$ cat src/hw/rtl/grid_refine_trapezoid_weights_macros.svh
// assertion helpers, empty when synthesising
`ifndef GRID_REFINE_TRAPEZOID_WEIGHTS_MACROS_SVH
`define GRID_REFINE_TRAPEZOID_WEIGHTS_MACROS_SVH

`ifndef SYNTHESIS
// same-cycle implication
`define GRTW_ASSERT_IMP(lbl, ck, rn, ante, cons) \
  lbl: assert property (@(posedge ck) disable iff (!rn) (ante) |-> (cons)) \
    else $error("grtw assertion failed");
// next-cycle implication
`define GRTW_ASSERT_NXT(lbl, ck, rn, ante, cons) \
  lbl: assert property (@(posedge ck) disable iff (!rn) (ante) |=> (cons)) \
    else $error("grtw assertion failed");
`else
`define GRTW_ASSERT_IMP(lbl, ck, rn, ante, cons)
`define GRTW_ASSERT_NXT(lbl, ck, rn, ante, cons)
`endif

`endif

$ cat src/hw/rtl/grtw_pkg.sv
`timescale 1ns / 1ps
`default_nettype none
package grtw_pkg;

  localparam int DATA_W      = 32;
  localparam int WT_W        = 31;
  localparam int STAT_W      = 3;
  localparam int MAX_SUB_DEF = 32;

  // status codes
  localparam logic [STAT_W-1:0] STAT_OK       = 3'd0;
  localparam logic [STAT_W-1:0] STAT_ORDER    = 3'd1;
  localparam logic [STAT_W-1:0] STAT_ZERO_WID = 3'd2;
  localparam logic [STAT_W-1:0] STAT_SAT      = 3'd3;
  localparam logic [STAT_W-1:0] STAT_FEW      = 3'd4;

  typedef struct packed {
    logic signed [DATA_W-1:0] point;
    logic [DATA_W-1:0]        max_width;
    logic                     width_infinite;
    logic                     final_point;
  } in_item_t;

  typedef struct packed {
    logic signed [DATA_W-1:0] refined_point;
    logic [WT_W-1:0]          weight;
    logic                     grid_end;
    logic                     run_last;
    logic [STAT_W-1:0]        status;
  } out_item_t;

  typedef enum logic [2:0] {
    S_IDLE,
    S_DIV_N,
    S_DIV_W,
    S_EMIT,
    S_FINAL,
    S_ERROR
  } state_t;

  typedef enum logic [1:0] {
    TR_NONE,
    TR_FIRST,
    TR_ADV,
    TR_CLEAR
  } track_op_t;

  typedef struct packed {
    track_op_t                op;
    logic signed [DATA_W-1:0] q;
  } track_ctl_t;

endpackage
`default_nettype wire

$ cat src/hw/rtl/grtw_div.sv
`timescale 1ns / 1ps
`default_nettype none
module grtw_div (
  input  wire logic                        clk,
  input  wire logic                        rst_n,
  input  wire logic                        start,
  input  wire logic [grtw_pkg::DATA_W-1:0] dividend,
  input  wire logic [grtw_pkg::DATA_W-1:0] divisor,
  output logic                             busy,
  output logic                             done,
  output logic [grtw_pkg::DATA_W-1:0]      quotient,
  output logic [grtw_pkg::DATA_W-1:0]      remainder
);
  import grtw_pkg::*;

  localparam int CW = $clog2(DATA_W);

  logic              busy_r, busy_nxt;
  logic              done_r, done_nxt;
  logic [CW-1:0]     cnt_r, cnt_nxt;
  logic [DATA_W-1:0] rem_r, rem_nxt;
  logic [DATA_W-1:0] quo_r, quo_nxt;
  logic [DATA_W-1:0] dvs_r, dvs_nxt;
  logic [DATA_W:0]   trial;
  logic [DATA_W+1:0] diff;
  logic              ge;

  // one restoring step: shift in the next dividend bit, subtract if it fits
  always_comb begin
    trial = {rem_r, quo_r[DATA_W-1]};
    diff  = {1'b0, trial} - {2'b00, dvs_r};
    ge    = !diff[DATA_W+1];
  end

  always_comb begin
    busy_nxt = busy_r;
    done_nxt = 1'b0;
    cnt_nxt  = cnt_r;
    rem_nxt  = rem_r;
    quo_nxt  = quo_r;
    dvs_nxt  = dvs_r;
    if (start) begin
      busy_nxt = 1'b1;
      cnt_nxt  = '0;
      rem_nxt  = '0;
      quo_nxt  = dividend;
      dvs_nxt  = divisor;
    end else if (busy_r) begin
      rem_nxt = ge ? diff[DATA_W-1:0] : trial[DATA_W-1:0];
      quo_nxt = {quo_r[DATA_W-2:0], ge};
      cnt_nxt = cnt_r + 1'b1;
      if (cnt_r == CW'(DATA_W - 1)) begin
        busy_nxt = 1'b0;
        done_nxt = 1'b1;
      end
    end
  end

  // control state
  always_ff @(posedge clk) begin
    if (!rst_n) begin
      busy_r <= 1'b0;
      done_r <= 1'b0;
      cnt_r  <= '0;
    end else begin
      busy_r <= busy_nxt;
      done_r <= done_nxt;
      cnt_r  <= cnt_nxt;
    end
  end

  // shift registers
  always_ff @(posedge clk) begin
    rem_r <= rem_nxt;
    quo_r <= quo_nxt;
    dvs_r <= dvs_nxt;
  end

  assign busy      = busy_r;
  assign done      = done_r;
  assign quotient  = quo_r;
  assign remainder = rem_r;

endmodule
`default_nettype wire

$ cat src/hw/rtl/grtw_track.sv
`timescale 1ns / 1ps
`default_nettype none
module grtw_track (
  input  wire logic                               clk,
  input  wire logic                               rst_n,
  input  wire grtw_pkg::track_ctl_t               ctl,
  output logic signed [grtw_pkg::DATA_W-1:0]      pending,
  output logic [grtw_pkg::WT_W-1:0]               adv_weight,
  output logic [grtw_pkg::WT_W-1:0]               fin_weight
);
  import grtw_pkg::*;

  logic signed [DATA_W-1:0] pend_r, pend_nxt;
  logic signed [DATA_W-1:0] pbp_r, pbp_nxt;
  logic [1:0]               cnt_r, cnt_nxt;
  logic signed [DATA_W-1:0] left;

  // half the distance between two points, clamped at zero
  function automatic logic [WT_W-1:0] half_gap(input logic signed [DATA_W-1:0] right,
                                               input logic signed [DATA_W-1:0] lft);
    logic signed [DATA_W:0] g;
    g = {right[DATA_W-1], right} - {lft[DATA_W-1], lft};
    return g[DATA_W] ? '0 : g[DATA_W-1:1];
  endfunction

  // left neighbour is the point itself at the grid's left edge
  always_comb begin
    left       = (cnt_r == 2'd2) ? pbp_r : pend_r;
    adv_weight = half_gap(ctl.q, left);
    fin_weight = half_gap(pend_r, pbp_r);
    pending    = pend_r;
  end

  always_comb begin
    pend_nxt = pend_r;
    pbp_nxt  = pbp_r;
    cnt_nxt  = cnt_r;
    unique case (ctl.op)
      TR_NONE: begin
      end
      TR_FIRST: begin
        pend_nxt = ctl.q;
        pbp_nxt  = '0;
        cnt_nxt  = 2'd1;
      end
      TR_ADV: begin
        pbp_nxt  = pend_r;
        pend_nxt = ctl.q;
        cnt_nxt  = 2'd2;
      end
      TR_CLEAR: begin
        pend_nxt = '0;
        pbp_nxt  = '0;
        cnt_nxt  = 2'd0;
      end
      default: begin
      end
    endcase
  end

  always_ff @(posedge clk) begin
    if (!rst_n) begin
      pend_r <= '0;
      pbp_r  <= '0;
      cnt_r  <= 2'd0;
    end else begin
      pend_r <= pend_nxt;
      pbp_r  <= pbp_nxt;
      cnt_r  <= cnt_nxt;
    end
  end

endmodule
`default_nettype wire

$ cat src/hw/rtl/grid_refine_trapezoid_weights.sv
// sequence: a first point (not final) is accepted and gives no item; an interval runs
// the bit-serial n = ceil(d / max_width) division on the shared serial divider, then
// w = d / n (both skipped for infinite width, the second for n = 1), then emits its n
// items one a cycle while the output does not stall, plus the right edge item on a
// final point. a new input item is taken only once all items of the last are issued;
// a stall on the output holds emission for as long as it lasts. reset: synchronous
// active-low rst_n returns to an empty grid with no item pending.
`timescale 1ns / 1ps
`default_nettype none
`include "grid_refine_trapezoid_weights_macros.svh"
module grid_refine_trapezoid_weights #(
  parameter int MAX_SUB = grtw_pkg::MAX_SUB_DEF
) (
  input  wire logic                 clk,
  input  wire logic                 rst_n,
  input  wire logic                 in_valid,
  output logic                      in_ready,
  input  wire grtw_pkg::in_item_t   in_data,
  output logic                      out_valid,
  input  wire logic                 out_ready,
  output grtw_pkg::out_item_t       out_data
);
  import grtw_pkg::*;

  localparam int NW = $clog2(MAX_SUB + 1);

  state_t                   state_r, state_nxt;
  logic signed [DATA_W-1:0] prev_r, prev_nxt;
  logic                     have_prev_r, have_prev_nxt;
  logic signed [DATA_W-1:0] pt_r, pt_nxt;
  logic                     fin_r, fin_nxt;
  logic [DATA_W-1:0]        d_r, d_nxt;
  logic [NW-1:0]            n_r, n_nxt;
  logic [NW-1:0]            k_r, k_nxt;
  logic [DATA_W-1:0]        w_r, w_nxt;
  logic signed [DATA_W-1:0] pos_r, pos_nxt;
  logic [STAT_W-1:0]        stat_r, stat_nxt;
  logic                     out_valid_r, out_valid_nxt;
  out_item_t                out_r, out_nxt;

  logic                     accept;
  logic                     out_free;
  logic signed [DATA_W:0]   d_full;
  logic                     sat;
  logic [NW-1:0]            n_calc;

  logic                     div_start;
  logic [DATA_W-1:0]        div_dividend;
  logic [DATA_W-1:0]        div_divisor;
  logic                     div_busy;
  logic                     div_done;
  logic [DATA_W-1:0]        div_quo;
  logic [DATA_W-1:0]        div_rem;

  track_ctl_t               trk_ctl;
  logic signed [DATA_W-1:0] trk_pending;
  logic [WT_W-1:0]          trk_adv_wt;
  logic [WT_W-1:0]          trk_fin_wt;

  grtw_div u_div (
    .clk       (clk),
    .rst_n     (rst_n),
    .start     (div_start),
    .dividend  (div_dividend),
    .divisor   (div_divisor),
    .busy      (div_busy),
    .done      (div_done),
    .quotient  (div_quo),
    .remainder (div_rem)
  );

  grtw_track u_track (
    .clk        (clk),
    .rst_n      (rst_n),
    .ctl        (trk_ctl),
    .pending    (trk_pending),
    .adv_weight (trk_adv_wt),
    .fin_weight (trk_fin_wt)
  );

  // handshake and interval length
  always_comb begin
    in_ready = (state_r == S_IDLE);
    accept   = in_valid && in_ready;
    out_free = !out_valid_r || out_ready;
    d_full   = {in_data.point[DATA_W-1], in_data.point} - {prev_r[DATA_W-1], prev_r};
  end

  // subdivision count from the first division, clamped
  always_comb begin
    sat    = (div_quo > DATA_W'(MAX_SUB)) ||
             ((div_quo == DATA_W'(MAX_SUB)) && (div_rem != '0));
    n_calc = sat ? NW'(MAX_SUB) : (div_quo[NW-1:0] + NW'(div_rem != '0));
  end

  // sequencer
  always_comb begin
    state_nxt     = state_r;
    prev_nxt      = prev_r;
    have_prev_nxt = have_prev_r;
    pt_nxt        = pt_r;
    fin_nxt       = fin_r;
    d_nxt         = d_r;
    n_nxt         = n_r;
    k_nxt         = k_r;
    w_nxt         = w_r;
    pos_nxt       = pos_r;
    stat_nxt      = stat_r;
    out_valid_nxt = out_valid_r && !out_ready;
    out_nxt       = out_r;
    div_start     = 1'b0;
    div_dividend  = d_r;
    div_divisor   = DATA_W'(n_calc);
    trk_ctl.op    = TR_NONE;
    trk_ctl.q     = pos_r + $signed(w_r);

    unique case (state_r)
      S_IDLE: begin
        if (accept) begin
          pt_nxt  = in_data.point;
          fin_nxt = in_data.final_point;
          d_nxt   = d_full[DATA_W-1:0];
          pos_nxt = prev_r;
          k_nxt   = NW'(1);
          if (!have_prev_r) begin
            if (in_data.final_point) begin
              stat_nxt  = STAT_FEW;
              state_nxt = S_ERROR;
            end else begin
              trk_ctl.op    = TR_FIRST;
              trk_ctl.q     = in_data.point;
              prev_nxt      = in_data.point;
              have_prev_nxt = 1'b1;
            end
          end else if (d_full[DATA_W] || (d_full == '0)) begin
            stat_nxt  = STAT_ORDER;
            state_nxt = S_ERROR;
          end else if (in_data.width_infinite) begin
            prev_nxt  = in_data.point;
            n_nxt     = NW'(1);
            stat_nxt  = STAT_OK;
            state_nxt = S_EMIT;
          end else if (in_data.max_width == '0) begin
            stat_nxt  = STAT_ZERO_WID;
            state_nxt = S_ERROR;
          end else begin
            prev_nxt     = in_data.point;
            div_start    = 1'b1;
            div_dividend = d_full[DATA_W-1:0];
            div_divisor  = in_data.max_width;
            state_nxt    = S_DIV_N;
          end
        end
      end
      S_DIV_N: begin
        if (div_done) begin
          n_nxt    = n_calc;
          stat_nxt = sat ? STAT_SAT : STAT_OK;
          if (n_calc == NW'(1)) begin
            state_nxt = S_EMIT;
          end else begin
            div_start = 1'b1;
            state_nxt = S_DIV_W;
          end
        end
      end
      S_DIV_W: begin
        if (div_done) begin
          w_nxt     = div_quo;
          state_nxt = S_EMIT;
        end
      end
      S_EMIT: begin
        if (out_free) begin
          out_valid_nxt     = 1'b1;
          out_nxt.status    = stat_r;
          out_nxt.grid_end  = 1'b0;
          out_nxt.refined_point = trk_pending;
          trk_ctl.op        = TR_ADV;
          if (k_r < n_r) begin
            // intermediate point: previous point plus k sub-widths
            out_nxt.weight   = trk_adv_wt;
            out_nxt.run_last = 1'b0;
            pos_nxt          = trk_ctl.q;
            k_nxt            = k_r + 1'b1;
          end else begin
            // interval end is the input point itself
            trk_ctl.q        = pt_r;
            out_nxt.weight   = trk_adv_wt;
            out_nxt.run_last = !fin_r;
            state_nxt        = fin_r ? S_FINAL : S_IDLE;
          end
        end
      end
      S_FINAL: begin
        if (out_free) begin
          out_valid_nxt         = 1'b1;
          out_nxt.refined_point = trk_pending;
          out_nxt.weight        = trk_fin_wt;
          out_nxt.grid_end      = 1'b1;
          out_nxt.run_last      = 1'b1;
          out_nxt.status        = stat_r;
          trk_ctl.op            = TR_CLEAR;
          prev_nxt              = '0;
          have_prev_nxt         = 1'b0;
          state_nxt             = S_IDLE;
        end
      end
      S_ERROR: begin
        if (out_free) begin
          out_valid_nxt         = 1'b1;
          out_nxt.refined_point = '0;
          out_nxt.weight        = '0;
          out_nxt.grid_end      = 1'b1;
          out_nxt.run_last      = 1'b1;
          out_nxt.status        = stat_r;
          trk_ctl.op            = TR_CLEAR;
          prev_nxt              = '0;
          have_prev_nxt         = 1'b0;
          state_nxt             = S_IDLE;
        end
      end
      default: begin
        state_nxt = S_IDLE;
      end
    endcase
  end

  // control state
  always_ff @(posedge clk) begin
    if (!rst_n) begin
      state_r     <= S_IDLE;
      have_prev_r <= 1'b0;
      prev_r      <= '0;
      out_valid_r <= 1'b0;
    end else begin
      state_r     <= state_nxt;
      have_prev_r <= have_prev_nxt;
      prev_r      <= prev_nxt;
      out_valid_r <= out_valid_nxt;
    end
  end

  // payload registers
  always_ff @(posedge clk) begin
    pt_r   <= pt_nxt;
    fin_r  <= fin_nxt;
    d_r    <= d_nxt;
    n_r    <= n_nxt;
    k_r    <= k_nxt;
    w_r    <= w_nxt;
    pos_r  <= pos_nxt;
    stat_r <= stat_nxt;
    out_r  <= out_nxt;
  end

  assign out_valid = out_valid_r;
  assign out_data  = out_r;

  // error items close the grid with an empty point
  `GRTW_ASSERT_IMP(a_err_shape, clk, rst_n,
    out_valid && (out_data.status == STAT_ORDER || out_data.status == STAT_ZERO_WID ||
                  out_data.status == STAT_FEW),
    out_data.grid_end && out_data.run_last && (out_data.weight == '0))
  // the right edge item is always the last of its input item
  `GRTW_ASSERT_IMP(a_end_last, clk, rst_n, out_valid && out_data.grid_end, out_data.run_last)
  // while waiting on a division the divider is running or just finished
  `GRTW_ASSERT_IMP(a_div_live, clk, rst_n, state_r == S_DIV_N || state_r == S_DIV_W,
    div_busy || div_done)
  // the sub-width division hands over to emission
  `GRTW_ASSERT_NXT(a_div_emit, clk, rst_n, state_r == S_DIV_W && div_done, state_r == S_EMIT)

endmodule
`default_nettype wire

$ cat config.mk
export PLATFORM = sky130hd
export DESIGN_NAME = grid_refine_trapezoid_weights
export DESIGN_NICKNAME = d
export VERILOG_FILES = /design/src/hw/rtl/grtw_pkg.sv /design/src/hw/rtl/grtw_div.sv /design/src/hw/rtl/grtw_track.sv /design/src/hw/rtl/grid_refine_trapezoid_weights.sv
export VERILOG_INCLUDE_DIRS = /design/src /design/src/hw/rtl
export SDC_FILE = /design/constraint.sdc
export NUM_CORES = 1
export LEC_CHECK = 0
export BUFFER_PORTS_ARGS = -buffer_cell sky130_fd_sc_hd__buf_2
export CAP_MARGIN = 20
export CORE_MARGIN = 1.5
export CORE_UTILIZATION = 33
export CTS_CLUSTER_DIAMETER = 80
export DETAILED_ROUTE_END_ITERATION = 7
export GPL_ROUTABILITY_DRIVEN = 0
export GPL_TIMING_DRIVEN = 0
export HOLD_SLACK_MARGIN = 0.12
export PLACE_DENSITY_LB_ADDON = 0.05
export SLEW_MARGIN = 5
export SYNTH_ARGS = -nofsm -noshare
export SYNTH_HDL_FRONTEND = slang
export SYNTH_HIERARCHICAL = 1
export SYNTH_SLANG_ARGS = --single-unit
$ cat constraint.sdc
create_clock -name clk -period 8.98 [get_ports clk]
set_input_delay 0.898 -clock clk [delete_from_list [all_inputs] [get_ports clk]]
set_output_delay 0.898 -clock clk [all_outputs]
set_load 0.1 [all_outputs]
After elaboration in Yosys (flattened, before gate mapping)
Index checks and enable logic that the tools add are counted.
Storage, ports and cells
  register bits after elaboration: 418
Cells by class
  bitwise gates (word level): 5
  muxes and demuxes: 99
  equality and inequality tests: 29
  reductions and logical operators: 38
  $add $sub $neg: 8
  order comparisons: 2
Operators by type and width (count)
  two-way mux 32 bit: 21
  case mux 32 bit (2 select lines): 5
  two-way mux 68 bit: 3
  case mux 68 bit (3 select lines): 1
  two-way mux 33 bit: 3
  subtractor 32 x 32 -> 33 bit: 3
  two-way mux 6 bit: 15
  two-way mux 31 bit: 2
  two-way mux 3 bit: 19
  two-way mux 34 bit: 1
  subtractor 33 x 32 -> 34 bit: 1
  zero test 33 bit: 1
  adder 32 bit: 1
  == test 32 x 6 -> 1 bit (second input constant): 1
  > comparator 32 x 6 -> 1 bit (second input constant): 1
  zero test 32 bit: 1
  nonzero test 32 bit: 1
  case mux 6 bit (2 select lines): 2
  two-way mux 1 bit: 19
  case mux 3 bit (5 select lines): 1
  != test 2 x 1 -> 1 bit (second input constant): 6
  != test 2 bit (second input constant): 6
  case mux 2 bit (3 select lines): 2
  AND reduction 6 bit: 2
  34 further kinds: 63

Depth between registers and ports, before layout
  depth in word-level cells: 10
  gate-level depth with buffers: 25
  gate-level depth less buffers: 24

Modules after synthesis
Netlist, hierarchy kept.
Modules (own cells, without submodules)
  grid_refine_trapezoid_weights: cells an instance 1463, area an instance 14746.6 um^2, times used 1
  grtw_track: cells an instance 892, area an instance 6650.1 um^2, times used 1
  grtw_div: cells an instance 581, area an instance 5843.1 um^2, times used 1

Worst setup path before layout
No wires, ideal clock.
  path kind: register to register
  start: register state_r[1]
  end: register out_r (netlist bit out_data[29]), data pin
  buffers on the path: 3
  stages on the path, launching flop included: 21
  slack: 1.411 ns
  data arrival time: 7.302 ns
  path through: dfxtp_1 -> clkbuf_1 -> nor3_1 -> nand2_1 -> inv_1 -> o21ai_0 -> a22oi_1 -> o21ai_0 -> ha_1 -> clkbuf_1 -> a21oi_1 -> nor2_1 -> nor2_1 -> o221ai_1 -> nor2_2 -> o211ai_2 -> mux2i_1 -> buf_2 -> nor2_1 -> nand2_1 -> o21ai_0
RTL lines
  from (decl): line grid_refine_trapezoid_weights.sv:27  | state_t state_r, state_nxt;
  from (signal assigned): line grid_refine_trapezoid_weights.sv:237  | state_r <= state_nxt;
  to (signal assigned): line grid_refine_trapezoid_weights.sv:254  | out_r <= out_nxt;
  to (decl): line grid_refine_trapezoid_weights.sv:39  | out_item_t out_r, out_nxt;

Worst setup path after layout
  start: input port in_data[37] in the netlist's numbering
  end: register u_div.quo_r[29] (netlist: u_div/quotient[29]) (enable)
On the way
  word-level cells in the longest chain between the ends: 8
Ends and longest elaborated chain
  from (decl): line grid_refine_trapezoid_weights.sv:18  | input wire grtw_pkg::in_item_t in_data,
  subtractor 32 x 32 -> 33 bit: line grid_refine_trapezoid_weights.sv:86  | d_full = {in_data.point[DATA_W-1], in_data.point} - {prev_r[DATA_W-1], prev_r};
  net d_full[29]: line grid_refine_trapezoid_weights.sv:43  | logic signed [DATA_W:0] d_full;
  zero test 33 bit: line grid_refine_trapezoid_weights.sv:135  | end else if (d_full[DATA_W] || (d_full == '0)) begin
  logical OR 1 bit: line grid_refine_trapezoid_weights.sv:135
  two-way mux 1 bit: line grid_refine_trapezoid_weights.sv:135
  two-way mux 1 bit: line grid_refine_trapezoid_weights.sv:125  | if (!have_prev_r) begin
  two-way mux 1 bit: line grid_refine_trapezoid_weights.sv:119  | if (accept) begin
  case mux 1 bit (2 select lines): line grid_refine_trapezoid_weights.sv:117  | unique case (state_r)
  net div_start: line grid_refine_trapezoid_weights.sv:47  | logic div_start;
  nonzero test 2 bit (no line)
  to (signal assigned): line grtw_div.sv:75  | quo_r <= quo_nxt;
  to (decl): line grtw_div.sv:22  | logic [DATA_W-1:0] quo_r, quo_nxt;
The timed path passes the listed nets, and every way through them passes these cells.
A chain may end at the register's enable or synchronous reset.

==> summary by stage <==
Pwr
The internal portion of total power is between 5 and 6 mW. The ratio of total power to cell area is between 200 and 300 nW/um2. The worst voltage drop across the vdd grid is roughly 110 uV. The net switching power of the design is 3.893 mW. The share of total power dissipated in the clock network is a little under a quarter. The sequential share of power is 28.1%. The power share of the combinational group is around 48%. The analysis attributes to cell leakage a power of approximately 12 nW. The switching part of the total is a little over two fifths.

Critical path
For the worst flop-to-flop path, the logic depth is 19. The critical path arrival is between 8000 and 9000 ps. The capturing element type of the critical path is a flip-flop. The required arrival time at the worst endpoint is ~9000 ps.

The startpoint of the worst register-to-register path is prev_r[3]. STA classifies the critical path startpoint as an input port. The maximum fanout count along the critical path is 32. The start-to-end type of the worst setup path is input port to flip-flop. The signal on the critical path passes through buf_2 -> ha_1 -> a21oi_1 -> nor2b_1 -> o31ai_1 -> a21o_1 -> a21o_1 -> nand3_1 -> o311ai_2 -> nor4_1 -> a311oi_2 -> nor4b_4 -> buf_6 -> buf_2 -> o21bai_4 -> buf_12 -> clkbuf_1 -> buf_1 -> or2_2.

The endpoint of the worst register-to-register path is u_div/quotient[29]. The peak per-stage delay on the critical path is around 950 ps. The slowest stage of the critical path belongs to the cell sky130_fd_sc_hd__o31ai_1.

The worst register-to-register path has a setup slack of approximately 670 ps.

Drt
The routed metal-1 wirelength is between 40 and 50 mm. The top routing layer in use is met5. In the final routed layout, each cell accounts on average for 21.53 um.

Detailed routing placed a total of 4.314 mm of wire on met3. In the detailed route, the total length drawn on met2 is around 40 mm. The total via count in the routed design is between 20000 and 25000. Summed over all layers, the routed wires come to 91.59 mm. After detailed routing, the number of vias per cell comes to approximately 5.3.

The post-detailed-route count of antenna-violating nets is 0. The detailed-route DRC error count is 0. The number of iterations in the first detailed-routing pass is 5.

The detailed router finished its first iteration with between 1500 and 2000 violations.

GRT
The global-route wire length before repair is approximately 140 mm. The via count of the first global-routing pass was approximately 22000. Entering global routing, the biggest net connects 48 pins. The total grt overflow is 0. The initial antenna violation count came to 5. In the global route stage, overall resource usage came out at a little over a fifth.

Final layout
Once layout is complete, the cells apart from fillers number roughly 4300. The most common cell after layout, fill and taps aside is sky130_fd_sc_hd__nand2_1. Cells fill a little under two fifths of the core in the end. In the final design database the tool counted 3382 nets. Leaving out fill and tap cells, the most frequent cells in the layout are sky130_fd_sc_hd__nand2_1, sky130_fd_sc_hd__edfxtp_1, sky130_fd_sc_hd__nor2_1.

The number of fillers in the final layout is 8381. Of the cells placed in the final design, the portion with a size suffix greater than 1 is about an eighth. Summing all flip-flop and latch instances after layout gives roughly 11000 um2.

The area growth from synthesis to layout is 14.69%. The multi-input combinational cells in the finished layout cover a total of 14990 um2.

Logic synthesis
The dominant cell type by area after synthesis is sky130_fd_sc_hd__edfxtp_1. The total number of yosys warnings is 6. In the synthesized netlist the async set-or-reset flop fraction comes to 0%. In this run the mean area of a mapped cell was around 9.3 um2. The dominant register cell in the synthesized netlist is sky130_fd_sc_hd__edfxtp_1. The sequential area share after synthesis is around two fifths. In this run, synthesis inferred between 200 and 300 flip-flops with an integrated enable. Synthesis produced a netlist whose cell count is 2936. After synthesis, the cell types taking the most area are sky130_fd_sc_hd__edfxtp_1, sky130_fd_sc_hd__dfxtp_1, sky130_fd_sc_hd__ha_1, sky130_fd_sc_hd__nand2_1, sky130_fd_sc_hd__a21oi_1. In this run, synthesis produced a sequential element count of roughly 420.

The post-synth net total is roughly 3200. After synthesis, the largest area contributor takes up between 30% and 40% of total cell area. Summing every instance area after synthesis gives roughly 27000 um2. After synthesis, the netlist uses roughly 100 different library cells.

Min path
The startpoint of the worst hold path is prev_r[17]. The path with the worst hold slack has its endpoint at prev_r[17]. The path class of the tightest hold or removal check is flip-flop to flip-flop. The count of cells along the worst hold path is 2.

Placement
Before CTS, the worst setup slack after placement is 76.64 ps. The post-placement cell count is roughly 4200. The estimated wirelength of the detail-placed design is 73.96 mm.

The count of input and output buffers is 139.

Timing
The final cycle utilization of the critical path is 92.89%. The final-report setup violation count is 0. The highest clock frequency the design can meet is 119.9 MHz. On the final layout, the worst hold slack is about 460 ps. The hold violation count in the final report is 0.

The worst pin sits at a relative slew slack of around 22%. The worst-case setup margin in the final layout is around 640 ps. The worst path in the final design needs a cycle of between 8000 and 9000 ps, including I/O delays and setup. The number of pins with negative max-slew slack in the final report came to 0. The slew of the pin with the lowest slew margin is 1167 ps. Setup repair after global routing left no endpoint under its margin. The clock skew after layout is 14.50 ps.

Clock tree
The TritonCTS buffer count is 52. The count of hold buffers inserted by post-cts repair is 0. The quantity of gates resized following cts is 0.

The number of post-CTS setup repair buffers is 0. The clock latency reported for the late side of the worst-skew pair is between 600 and 700 ps. The tree built by TritonCTS fans out to 418 sinks.

The TritonCTS clock tree is yes. No sink is reached through more buffers than the 3 on the longest clock path. The H-tree was split into 2 levels. The cell sitting at the root of the clock tree is a sky130_fd_sc_hd__clkbuf_16.

The clock transition at the register clock pins on the worst setup and hold paths after CTS is 60 ps.

Floorplanning
The core area is 81850 um2. The area of the die is 84280 um2. The number of rows in the core area is 105. From bottom edge to top edge, the die measures 290.3 um.

The initial utilization of the core area, before any placement, comes to between 30% and 40%. The number of placed I/O pins is between 100 and 150. The die is slightly below 300 um wide.

Job
The tool flagged a number of max-cap violations equal to 0.

Status
The flow ran to the end, and the final reports show no timing, DRC or antenna violations.
worst max-delay path: cells and delay by family:
family	cells	cell delay [ps]
AND/OR/NAND/NOR	5	1560
AO/OA/AOI/OAI	7	3390
buffers and inverters	6	2220
adder cells (fa/ha/maj)	1	410
Yosys cell counts (all sizes together), types with 44 or more instances:
| master | instances |
|---|---|
| a21o | 72 |
| nand3 | 44 |
| xnor2 | 78 |
| and2 | 78 |
| nor2 | 235 |
| mux2 | 75 |
| ha | 167 |
| a21oi | 214 |
| nand2 | 407 |
| o21ai | 183 |
| edfxtp | 276 |
| inv | 150 |
| xor2 | 56 |
| clkbuf | 83 |
| mux2i | 105 |
| dfxtp | 142 |
| nor3 | 47 |
sequential cells by signal, summed over array words and instances, names as in the netlist, 2 cells and up:
signal / cells
out_data: 68
d_r: 32
pos_r: 32
prev_r: 32
pt_r: 32
u_div/dvs_r: 32
u_div/quotient: 32
u_div/remainder: 32
u_track/pbp_r: 32
u_track/pending: 32
w_r: 32
k_r: 6
n_r: 6
u_div/cnt_r: 5
stat_r: 3
state_r: 3
u_track/cnt_r: 2
cell families after synthesis:
family	synth area share (%)
and+or+nand+nor	17.93
AOI/OAI and AO/OA	17.32
DFF	40.86
buffers and inverters	4.276
muxes	7.262
adders and majority gates	8.038
xor gates and xnor gates	4.308
power groups by stage:
stage          registers [mW]  logic (mW)  clock network [mW]
2_1_floorplan            2.74        2.98                   0
3_3_place_gp             2.61        4.27                   0
3_5_place_dp             2.60        4.32                   0
4_1_cts                  2.56        4.34                2.22
5_1_grt                  2.59        4.80                2.29
6_report                 2.56        4.39                2.16
through the flow:
stage / power [mW] / TNS, ps / cell area (um2)
after floorplan: 5.714 / 0 / 27240
after global placement: 6.886 / -35250 / 29270
after detailed placement: 6.924 / 0 / 29480
after CTS: 9.130 / 0 / 31240
after global routing: 9.677 / 0 / 31240
final: 9.102 / 0 / 31240
cell type report:
class | instances | share of cell area, %
buffer | 126 | 1.926
antenna | 1 | 0.008010
inverter | 150 | 1.810
sequential | 418 | 35.63
tap | 1070 | 4.285
clock inverter | 19 | 0.4726
clock buffer | 79 | 5.166
multi-input combinational | 2242 | 47.97
timing repair buffer | 150 | 2.739
routing by layer:
layer / GRT usage, % / vias to the layer above
li1: - / 11080
met1: 29.72 / 10880
met2: 32.80 / 606
met3: 2.975 / 149
met4: 7.997 / 4
met5: 0 / -
worst max path at each step:
stage / start / to / slack, ps / cells after the start
3_3_place_gp: in_data[37] / u_div/quotient[28] / -1070 / 18
5_1_grt: prev_r[3] / u_div/quotient[28] / 360 / 19
3_5_place_dp: in_data[34] / u_div/quotient[31] / 80 / 21
6_report: in_data[37] / u_div/quotient[29] / 640 / 19
2_1_floorplan: state_r[1] / out_data[29] / 1410 / 20
4_1_cts: prev_r[3] / u_div/quotient[28] / 710 / 19
Note: power is estimated with default switching activity, not from simulation.
